$ cat src/rtl/jse_pkg.sv
// ----------------------------------------------------------------------------
// jse_pkg
// Shared types, character constants and helpers for the JSON string escape
// encoder.
// ----------------------------------------------------------------------------
package jse_pkg;

	// characters used by the encoding
	localparam logic [7:0] QUOTE_CH  = 8'h22;
	localparam logic [7:0] BSLASH_CH = 8'h5C;
	localparam logic [7:0] SLASH_CH  = 8'h2F;
	localparam logic [7:0] BS_CH     = 8'h08;
	localparam logic [7:0] FF_CH     = 8'h0C;
	localparam logic [7:0] LF_CH     = 8'h0A;
	localparam logic [7:0] CR_CH     = 8'h0D;
	localparam logic [7:0] TAB_CH    = 8'h09;
	localparam logic [7:0] ESC_B_CH  = 8'h62;
	localparam logic [7:0] ESC_F_CH  = 8'h66;
	localparam logic [7:0] ESC_N_CH  = 8'h6E;
	localparam logic [7:0] ESC_R_CH  = 8'h72;
	localparam logic [7:0] ESC_T_CH  = 8'h74;
	localparam logic [7:0] ESC_U_CH  = 8'h75;
	localparam logic [7:0] ZERO_CH   = 8'h30;
	localparam logic [7:0] LOWER_A_CH = 8'h61;
	localparam logic [7:0] PRINT_LO  = 8'd32;
	localparam logic [7:0] PRINT_HI  = 8'd126;

	// body length of each kind of encoding
	localparam logic [3:0] LEN_PLAIN = 4'd1;
	localparam logic [3:0] LEN_SHORT = 4'd2;
	localparam logic [3:0] LEN_UNI   = 4'd6;

	// positions inside a unicode escape body
	localparam logic [2:0] UNI_BSLASH = 3'd0;
	localparam logic [2:0] UNI_U      = 3'd1;
	localparam logic [2:0] UNI_ZERO0  = 3'd2;
	localparam logic [2:0] UNI_ZERO1  = 3'd3;
	localparam logic [2:0] UNI_HEX_HI = 3'd4;

	typedef enum logic [1:0] {
		KIND_PLAIN = 2'd0,   // byte passes through
		KIND_SHORT = 2'd1,   // backslash plus one character
		KIND_UNI   = 2'd2    // backslash-u 00 plus two hex digits
	} kind_t;

	// one classified item as queued between front and back
	typedef struct packed {
		logic [7:0] chr;       // raw byte, or escape character for short kind
		kind_t      kind;
		logic       open;      // opening quote first
		logic       close;     // closing quote last
		logic [2:0] last_pos;  // index of the final byte of the run
	} desc_t;

	function automatic logic [7:0] hex_digit(input logic [3:0] nib);
		logic [7:0] d;
		if (nib < 4'd10) begin
			d = ZERO_CH + {4'd0, nib};
		end else begin
			d = LOWER_A_CH + {4'd0, nib} - 8'd10;
		end
		return d;
	endfunction

endpackage

$ cat src/rtl/jse_if.sv
// ----------------------------------------------------------------------------
// jse_if
// Valid/ready channels of the JSON string escape encoder.
// ----------------------------------------------------------------------------
interface jse_in_if;
	logic       valid;
	logic       ready;
	logic [7:0] in_byte;
	logic       first_byte;
	logic       last_byte;
	logic       empty_string;

	modport source (output valid, in_byte, first_byte, last_byte, empty_string,
		input ready);
	modport sink (input valid, in_byte, first_byte, last_byte, empty_string,
		output ready);
endinterface

interface jse_out_if;
	logic       valid;
	logic       ready;
	logic [7:0] out_byte;
	logic       run_last;
	logic       string_end;

	modport source (output valid, out_byte, run_last, string_end, input ready);
	modport sink (input valid, out_byte, run_last, string_end, output ready);
endinterface

$ cat src/rtl/jse_front.sv
// ----------------------------------------------------------------------------
// jse_front
// Accepts input transfers and classifies each byte into a run descriptor.
// ----------------------------------------------------------------------------
module jse_front (
	jse_in_if.sink          in,
	input  logic            q_full,
	output logic            push,
	output jse_pkg::desc_t  push_desc
);

	logic [7:0]     esc_chr;
	logic           is_short;
	logic           is_print;
	jse_pkg::kind_t kind;
	logic [3:0]     body_len;
	logic [3:0]     run_len;
	logic           open;
	logic           close;

	assign in.ready = !q_full;
	assign push     = in.valid && !q_full;

	always_comb begin
		is_short = 1'b1;
		esc_chr  = in.in_byte;
		unique case (in.in_byte)
			jse_pkg::QUOTE_CH:  esc_chr = jse_pkg::QUOTE_CH;
			jse_pkg::BSLASH_CH: esc_chr = jse_pkg::BSLASH_CH;
			jse_pkg::SLASH_CH:  esc_chr = jse_pkg::SLASH_CH;
			jse_pkg::BS_CH:     esc_chr = jse_pkg::ESC_B_CH;
			jse_pkg::FF_CH:     esc_chr = jse_pkg::ESC_F_CH;
			jse_pkg::LF_CH:     esc_chr = jse_pkg::ESC_N_CH;
			jse_pkg::CR_CH:     esc_chr = jse_pkg::ESC_R_CH;
			jse_pkg::TAB_CH:    esc_chr = jse_pkg::ESC_T_CH;
			default:            is_short = 1'b0;
		endcase
	end

	assign is_print = (in.in_byte >= jse_pkg::PRINT_LO) && (in.in_byte <= jse_pkg::PRINT_HI);

	always_comb begin
		priority if (in.empty_string) begin
			kind     = jse_pkg::KIND_PLAIN;
			body_len = 4'd0;
		end else if (is_short) begin
			kind     = jse_pkg::KIND_SHORT;
			body_len = jse_pkg::LEN_SHORT;
		end else if (is_print) begin
			kind     = jse_pkg::KIND_PLAIN;
			body_len = jse_pkg::LEN_PLAIN;
		end else begin
			kind     = jse_pkg::KIND_UNI;
			body_len = jse_pkg::LEN_UNI;
		end
	end

	// empty string is just the two quotes
	assign open    = in.first_byte || in.empty_string;
	assign close   = in.last_byte || in.empty_string;
	assign run_len = body_len + {3'd0, open} + {3'd0, close};

	assign push_desc.chr      = esc_chr;
	assign push_desc.kind     = kind;
	assign push_desc.open     = open;
	assign push_desc.close    = close;
	assign push_desc.last_pos = 3'(run_len - 4'd1);

endmodule

$ cat src/rtl/jse_fifo.sv
// ----------------------------------------------------------------------------
// jse_fifo
// Short descriptor queue between the classifying front and the serializer.
// ----------------------------------------------------------------------------
module jse_fifo #(
	parameter int DEPTH = 2
) (
	input  logic           clk,
	input  logic           arst_n,
	input  logic           push,
	input  jse_pkg::desc_t push_desc,
	input  logic           pop,
	output logic           full,
	output logic           not_empty,
	output jse_pkg::desc_t head
);

	localparam int PW = (DEPTH > 1) ? $clog2(DEPTH) : 1;
	localparam int CW = $clog2(DEPTH + 1);
	localparam logic [PW-1:0] LAST_PTR = PW'(DEPTH - 1);

	jse_pkg::desc_t mem_q [DEPTH];
	logic [PW-1:0]  wr_ptr_q;
	logic [PW-1:0]  rd_ptr_q;
	logic [CW-1:0]  count_q;

	assign full      = (count_q == CW'(DEPTH));
	assign not_empty = (count_q != '0);
	assign head      = mem_q[rd_ptr_q];

	always_ff @(posedge clk) begin
		if (push) begin
			mem_q[wr_ptr_q] <= push_desc;
		end
	end

	always_ff @(posedge clk or negedge arst_n) begin
		if (!arst_n) begin
			wr_ptr_q <= '0;
			rd_ptr_q <= '0;
			count_q  <= '0;
		end else begin
			if (push) begin
				wr_ptr_q <= (wr_ptr_q == LAST_PTR) ? '0 : wr_ptr_q + 1'b1;
			end
			if (pop) begin
				rd_ptr_q <= (rd_ptr_q == LAST_PTR) ? '0 : rd_ptr_q + 1'b1;
			end
			if (push && !pop) begin
				count_q <= count_q + 1'b1;
			end else if (pop && !push) begin
				count_q <= count_q - 1'b1;
			end
		end
	end

endmodule

$ cat src/rtl/jse_back.sv
// ----------------------------------------------------------------------------
// jse_back
// Serializes one queued descriptor into its run of output bytes, one per
// cycle while the output is ready, into a registered output.
// ----------------------------------------------------------------------------
module jse_back (
	input  logic           clk,
	input  logic           arst_n,
	input  logic           q_valid,
	input  jse_pkg::desc_t head,
	output logic           pop,
	jse_out_if.source      out
);

	logic [2:0] pos_q;
	logic [2:0] body_idx;
	logic       at_last;
	logic       fire;
	logic [7:0] byte_d;
	logic       end_d;

	logic       valid_q;
	logic [7:0] byte_q;
	logic       run_last_q;
	logic       string_end_q;

	assign fire     = q_valid && (!valid_q || out.ready);
	assign at_last  = (pos_q == head.last_pos);
	assign pop      = fire && at_last;
	assign body_idx = pos_q - {2'd0, head.open};

	always_comb begin
		end_d  = 1'b0;
		byte_d = head.chr;
		priority if (head.open && pos_q == 3'd0) begin
			byte_d = jse_pkg::QUOTE_CH;
		end else if (head.close && at_last) begin
			byte_d = jse_pkg::QUOTE_CH;
			end_d  = 1'b1;
		end else begin
			unique case (head.kind)
				jse_pkg::KIND_SHORT: begin
					byte_d = (body_idx == 3'd0) ? jse_pkg::BSLASH_CH : head.chr;
				end
				jse_pkg::KIND_UNI: begin
					unique case (body_idx)
						jse_pkg::UNI_BSLASH: byte_d = jse_pkg::BSLASH_CH;
						jse_pkg::UNI_U:      byte_d = jse_pkg::ESC_U_CH;
						jse_pkg::UNI_ZERO0:  byte_d = jse_pkg::ZERO_CH;
						jse_pkg::UNI_ZERO1:  byte_d = jse_pkg::ZERO_CH;
						jse_pkg::UNI_HEX_HI: byte_d = jse_pkg::hex_digit(head.chr[7:4]);
						default:             byte_d = jse_pkg::hex_digit(head.chr[3:0]);
					endcase
				end
				default: byte_d = head.chr;
			endcase
		end
	end

	always_ff @(posedge clk or negedge arst_n) begin
		if (!arst_n) begin
			pos_q   <= '0;
			valid_q <= 1'b0;
		end else begin
			if (fire) begin
				valid_q <= 1'b1;
				pos_q   <= at_last ? 3'd0 : pos_q + 3'd1;
			end else if (out.ready) begin
				valid_q <= 1'b0;
			end
		end
	end

	always_ff @(posedge clk) begin
		if (fire) begin
			byte_q       <= byte_d;
			run_last_q   <= at_last;
			string_end_q <= end_d;
		end
	end

	assign out.valid      = valid_q;
	assign out.out_byte   = byte_q;
	assign out.run_last   = run_last_q;
	assign out.string_end = string_end_q;

endmodule

$ cat src/rtl/json_string_escape_encoder_core.sv
// ----------------------------------------------------------------------------
// json_string_escape_encoder_core
// JSON string escape encoder: raw string bytes in, quoted JSON text out.
// ----------------------------------------------------------------------------
// Each input transfer carries one raw byte plus first/last/empty flags and
// yields a run of one to eight output bytes: an opening quote on the first
// byte, the byte itself or its escape (two bytes for quote, backslash, slash
// and the five control escapes, six bytes of backslash-u 00 xx for all other
// bytes outside 32..126), then a closing quote on the last byte. run_last
// marks the final byte of each run, string_end marks the closing quote.
// One output byte leaves per cycle while the output is ready, and plain
// bytes with no quote stream at one transfer per cycle unless it stalls.
// The back end serializer sets the output rate; a QUEUE_DEPTH entry
// descriptor queue lets the input keep flowing while the back end is busy
// or the output is stalled. A byte is written into the queue, then its run
// into the output register; the run counter is the only other state.
// ----------------------------------------------------------------------------
module json_string_escape_encoder_core #(
	parameter int QUEUE_DEPTH = 2
) (
	input  logic       clk,
	input  logic       arst_n,
	jse_in_if.sink     in,
	jse_out_if.source  out
);

	// front to queue
	logic           push;
	jse_pkg::desc_t push_desc;
	logic           q_full;

	// queue to back
	logic           q_valid;
	logic           pop;
	jse_pkg::desc_t head;

	// classify the byte and work out the run length
	jse_front u_front (
		.in        (in),
		.q_full    (q_full),
		.push      (push),
		.push_desc (push_desc)
	);

	// decouples input acceptance from output serialization
	jse_fifo #(
		.DEPTH (QUEUE_DEPTH)
	) u_fifo (
		.clk       (clk),
		.arst_n    (arst_n),
		.push      (push),
		.push_desc (push_desc),
		.pop       (pop),
		.full      (q_full),
		.not_empty (q_valid),
		.head      (head)
	);

	// walk the run one byte per transfer
	jse_back u_back (
		.clk     (clk),
		.arst_n  (arst_n),
		.q_valid (q_valid),
		.head    (head),
		.pop     (pop),
		.out     (out)
	);

endmodule
$ cat src/flat_wrapper.sv
// flat-port wrapper written by rule: the top's interface ports become plain ports
module json_string_escape_encoder_core_flat 
#(
	parameter int QUEUE_DEPTH = 2
)
  (clk, arst_n, in_valid, in_in_byte, in_first_byte, in_last_byte, in_empty_string, in_ready, out_valid, out_out_byte, out_run_last, out_string_end, out_ready);
  jse_in_if in_i ();
  jse_out_if out_i ();
  input  logic clk;
  input  logic arst_n;
  input wire logic [$bits(in_i.valid)-1:0] in_valid;
  input wire logic [$bits(in_i.in_byte)-1:0] in_in_byte;
  input wire logic [$bits(in_i.first_byte)-1:0] in_first_byte;
  input wire logic [$bits(in_i.last_byte)-1:0] in_last_byte;
  input wire logic [$bits(in_i.empty_string)-1:0] in_empty_string;
  output wire logic [$bits(in_i.ready)-1:0] in_ready;
  output wire logic [$bits(out_i.valid)-1:0] out_valid;
  output wire logic [$bits(out_i.out_byte)-1:0] out_out_byte;
  output wire logic [$bits(out_i.run_last)-1:0] out_run_last;
  output wire logic [$bits(out_i.string_end)-1:0] out_string_end;
  input wire logic [$bits(out_i.ready)-1:0] out_ready;
  assign in_i.valid = in_valid;
  assign in_i.in_byte = in_in_byte;
  assign in_i.first_byte = in_first_byte;
  assign in_i.last_byte = in_last_byte;
  assign in_i.empty_string = in_empty_string;
  assign in_ready = in_i.ready;
  assign out_valid = out_i.valid;
  assign out_out_byte = out_i.out_byte;
  assign out_run_last = out_i.run_last;
  assign out_string_end = out_i.string_end;
  assign out_i.ready = out_ready;
  json_string_escape_encoder_core #(.QUEUE_DEPTH(QUEUE_DEPTH)) u_core (.clk(clk), .arst_n(arst_n), .in(in_i), .out(out_i));
endmodule
$ cat config.mk
export PLATFORM = sky130hd
export DESIGN_NAME = json_string_escape_encoder_core_flat
export DESIGN_NICKNAME = d
export VERILOG_FILES = /design/src/rtl/jse_pkg.sv /design/src/rtl/jse_if.sv /design/src/rtl/jse_front.sv /design/src/rtl/jse_fifo.sv /design/src/rtl/jse_back.sv /design/src/rtl/json_string_escape_encoder_core.sv /design/src/flat_wrapper.sv
export SDC_FILE = /design/constraint.sdc
export NUM_CORES = 1
export LEC_CHECK = 0
export BUFFER_PORTS_ARGS = -buffer_cell sky130_fd_sc_hd__buf_2
export CORE_MARGIN = 5
export CORE_UTILIZATION = 46
export CTS_CLUSTER_DIAMETER = 150
export DETAILED_ROUTE_END_ITERATION = 10
export GPL_ROUTABILITY_DRIVEN = 0
export PLACE_DENSITY = 0.76
export SYNTH_ARGS = -nofsm -noshare
export SYNTH_HDL_FRONTEND = slang
export SYNTH_SLANG_ARGS = --single-unit
$ cat constraint.sdc
create_clock -name clk -period 3.4 [get_ports clk]
set_clock_uncertainty 0.1 [all_clocks]
set_input_delay 0.85 -clock clk [delete_from_list [all_inputs] [get_ports clk]]
set_output_delay 0.85 -clock clk [all_outputs]
set_load 0.01 [all_outputs]
==> metrics.cfg <==
[route]
vias = 1883
wl_per_cell_um = 13.9
wl_um = 4740
ant_nets = 0
via_per_inst = 5.52
firstDrtPassIters = 4
drtIter0Drc = 78
drc_errors = 0

[clock_tree]
cts_tree = yes
postCtsSetupRepairBufs = 0
cts.reportedPaths.clkPinSlew_ns = 0.09
htree_num_levels = 2
root_buffer = clkbuf_8
clkLatencyLatePin_ns = 0.30
cts_buffer_depth = 2
clock_sinks = 48
cts_made_buffers = 5
hold_buffers = 0
ctsResizeCount = 0

[yosys]
synth_common_cells = edfxtp_1, o21ai_0, nor2_1, inv_1, a21oi_1
synth_area_per_cell_um2 = 11.6
synth-async-reset-ratio_pct = 16.7
yosys.area.top_type = edfxtp_1
synthMuxAreaShare_pct = 7.15
synth_adder_area_share_pct = 5.78
post_synth_and_or_nand_nor_area_fraction_pct = 13.7
synth-compound-area-share_pct = 14.1
ys.flop_type = edfxtp_1
synth_enable_flop_cells = 40
synth_top_area_share_pct = 44.0
synth_top_family_by_area = compound AO/OA/AOI/OAI gates
ys_warn_count = 0
synth.most_common_cell = edfxtp_1
ys_seq_elements = 48
ys_types = 56
synthesis.instances = 236
ys_seq_area_share_pct = 51.4
syn_nets = 263
synth_area_um2 = 2730
synthTopCellsByArea = edfxtp_1, dfrtp_1, ha_1, mux2i_1, o21ai_0
synth_xor_area_share_pct = 4.17

[worst_setup_path]
crit_path_end_kind = register
crit_chain = buf_2 -> nor3_1 -> o211ai_1 -> and2_1 -> nand3b_1 -> ha_1 -> inv_1 -> ha_1 -> inv_1 -> fa_1 -> xor2_1
cp_slowest_cell = fa_1
worstSetupStartpointType = input port
startpoint = in_in_byte[4]
cp_data_arrival_time_ns = 2.82
r2r_slack_ns = 0.57
crit_end = u_core.u_fifo.mem_q[1][2]$_DFFE_PP_
crit_type = input port to register
r2r_end = u_core.u_back.out.out_byte[2]$_SDFFCE_PP0P_
path_buf_inv = 3
cpPeakStageDelay_ns = 0.37
critPathTopFamily = adder cells
cp.depth = 11
cp_max_fo = 5
required_ns = 3.34
rr_startpoint = u_core.u_fifo.rd_ptr_q$_DFFE_PN0P_
r2r_cells = 8

[layout]
final_cell_count_no_fill = 341
layout-drive-gt1-share_pct = 20.3
diodes = 0
area_growth_pct = 10.7
nNetsFinal = 292

[timing]
finalSetupViolations = 0
final_max_slew_viol_count = 0
finalHoldViolCount = 0
maxSlewHeadroom_pct = 53.4
finalSetupTns_ns = 0
clock.fmax_ghz = 0.348
period_share_pct = 84.6
fin_crit_ns = 2.88
worstMarginPinSlew_ns = 0.698
grt_setup_unrepaired = false

[flow_run]
cap_violations = 0

[power_and_ir_drop]
power_density_nw_per_um2 = 897
totalPowerFinal_mw = 2.71
cellLeakagePower_nw = 1.19
peakVddDrop_mv = 0.313

[global_route]
overflow = 0
grt_use_total_pct = 13.3
grt_pass1_wl_um = 7890
antenna_found_initial = 0
grt_pass1_vias = 1772
grt_max_degree = 23

[floorplanning]
start_util_pct = 46.6
pin_count = 27
die_w_um = 87.0
fp-row-count = 28
dieArea_um2 = 7570
core_um2 = 5850
die_y_um = 87.0

[outcome]
outcome = complete, no violations

[placed_design]
hpwlAfterDp_um = 3560
place_inst = 333
portBuffers = 26

[worst_hold_path]
hold_path_class = input port to asynchronous set/reset pin

-- worst register-to-register path, stage by stage, from the launching register on --
cell and delay (ns):
dfrtp_1 0.36, mux2_2 0.36, ha_1 0.20, ha_1 0.38, nand2_1 0.25, nand2_1 0.13, or3_1 0.42, a221oi_2 0.29
a2111oi_2 0.08
-- how the worst min path moves through the flow --
stage,startpoint,end,depth (start not counted)
2_1_floorplan,u_core.u_fifo.wr_ptr_q$_DFFE_PN0P_,u_core.u_fifo.wr_ptr_q$_DFFE_PN0P_,1
3_3_place_gp,u_core.u_back.out.valid$_DFFE_PN0P_,u_core.u_back.out.valid$_DFFE_PN0P_,2
3_5_place_dp,u_core.u_back.out.valid$_DFFE_PN0P_,u_core.u_back.out.valid$_DFFE_PN0P_,2
4_1_cts,arst_n,u_core.u_fifo.wr_ptr_q$_DFFE_PN0P_,1
5_1_grt,arst_n,u_core.u_fifo.wr_ptr_q$_DFFE_PN0P_,1
6_report,arst_n,u_core.u_fifo.rd_ptr_q$_DFFE_PN0P_,1
-- final cells by class --
cell class | count | area (um2)
fill | 501 | 2830
multi-input combinational | 166 | 1220
inverter | 14 | 52.6
clock buffer | 6 | 72.6
tap | 75 | 93.8
clock inverter | 2 | 16.3
timing repair buffer | 30 | 160
sequential | 48 | 1400
-- sequential cells by signal, summed over array words and instances, names as in the netlist --
name                          flops
u_core.u_fifo.wr_ptr_q            1
u_core.u_fifo.mem_q              30
u_core.u_fifo.count_q             2
u_core.u_back.out.valid           1
u_core.u_fifo.rd_ptr_q            1
u_core.u_back.out.string_end      1
u_core.u_back.pos_q               3
u_core.u_back.out.run_last        1
u_core.u_back.out.out_byte        8
-- logic make-up after synthesis --
group,after synthesis
adder cells (fa/ha/maj),12
flip-flops,48
buffers and inverters,22
XOR/XNOR,13
AND/OR/NAND/NOR,66
AO/OA/AOI/OAI,58
multiplexers,17
-- through the flow --
step / instance area (um2) / hold slack, ns / setup slack [ns] / utilization [%]
2_1_floorplan: 2730 / 0.361 / 0.292 / -
6_report: 3020 / 0.272 / 0.523 / 51.6
5_1_grt: 3020 / 0.271 / 0.367 / 51.6
4_1_cts: 3020 / 0.274 / 0.531 / 51.6
3_3_place_gp: 2930 / 0.371 / 0.301 / 50.1
3_5_place_dp: 2930 / 0.386 / 0.205 / 50.1
-- placed cells by master, fill, tap and decap left out, types with 2 or more instances in the layout --
master and instances:
xor2_1 5, xnor2_1 8, nand4_1 2, and3_1 2, mux2i_1 11, and4b_1 2
a31o_2 2, nand3b_1 2, buf_2 26, or2_2 4, nand2_1 11, nor2b_1 3
o21a_1 2, o21ai_0 19, buf_4 4, dfrtp_1 8, mux2_2 3, ha_1 11
a21o_1 2, a21oi_1 12, and3b_1 2, o211ai_1 3, nor2_1 15, nor3b_1 2
clkbuf_8 5, nor3_1 4, nand3_1 5, o22ai_1 3, nand2b_1 4, o31a_1 2
edfxtp_1 40, inv_1 14, or3_1 3
-- per-layer routing --
metal | vias up | share of wire [%] | global-route usage, %
met2 | 52 | 48 | 21.7
met4 | 0 | 1.6 | 4.96
met1 | 889 | 45 | 17.3
met3 | 5 | 5.3 | 3.12
li1 | 937 | - | -
met5 | - | 0 | 0
-- report_power, final --
part           internal [mW]  leakage, nW  switching (mW)  total, mW
clock network          0.146       0.0414           0.186      0.332
logic                  0.584        0.673           0.805       1.39
registers              0.900        0.471          0.0890      0.989
(Power assumes the default switching activity.)
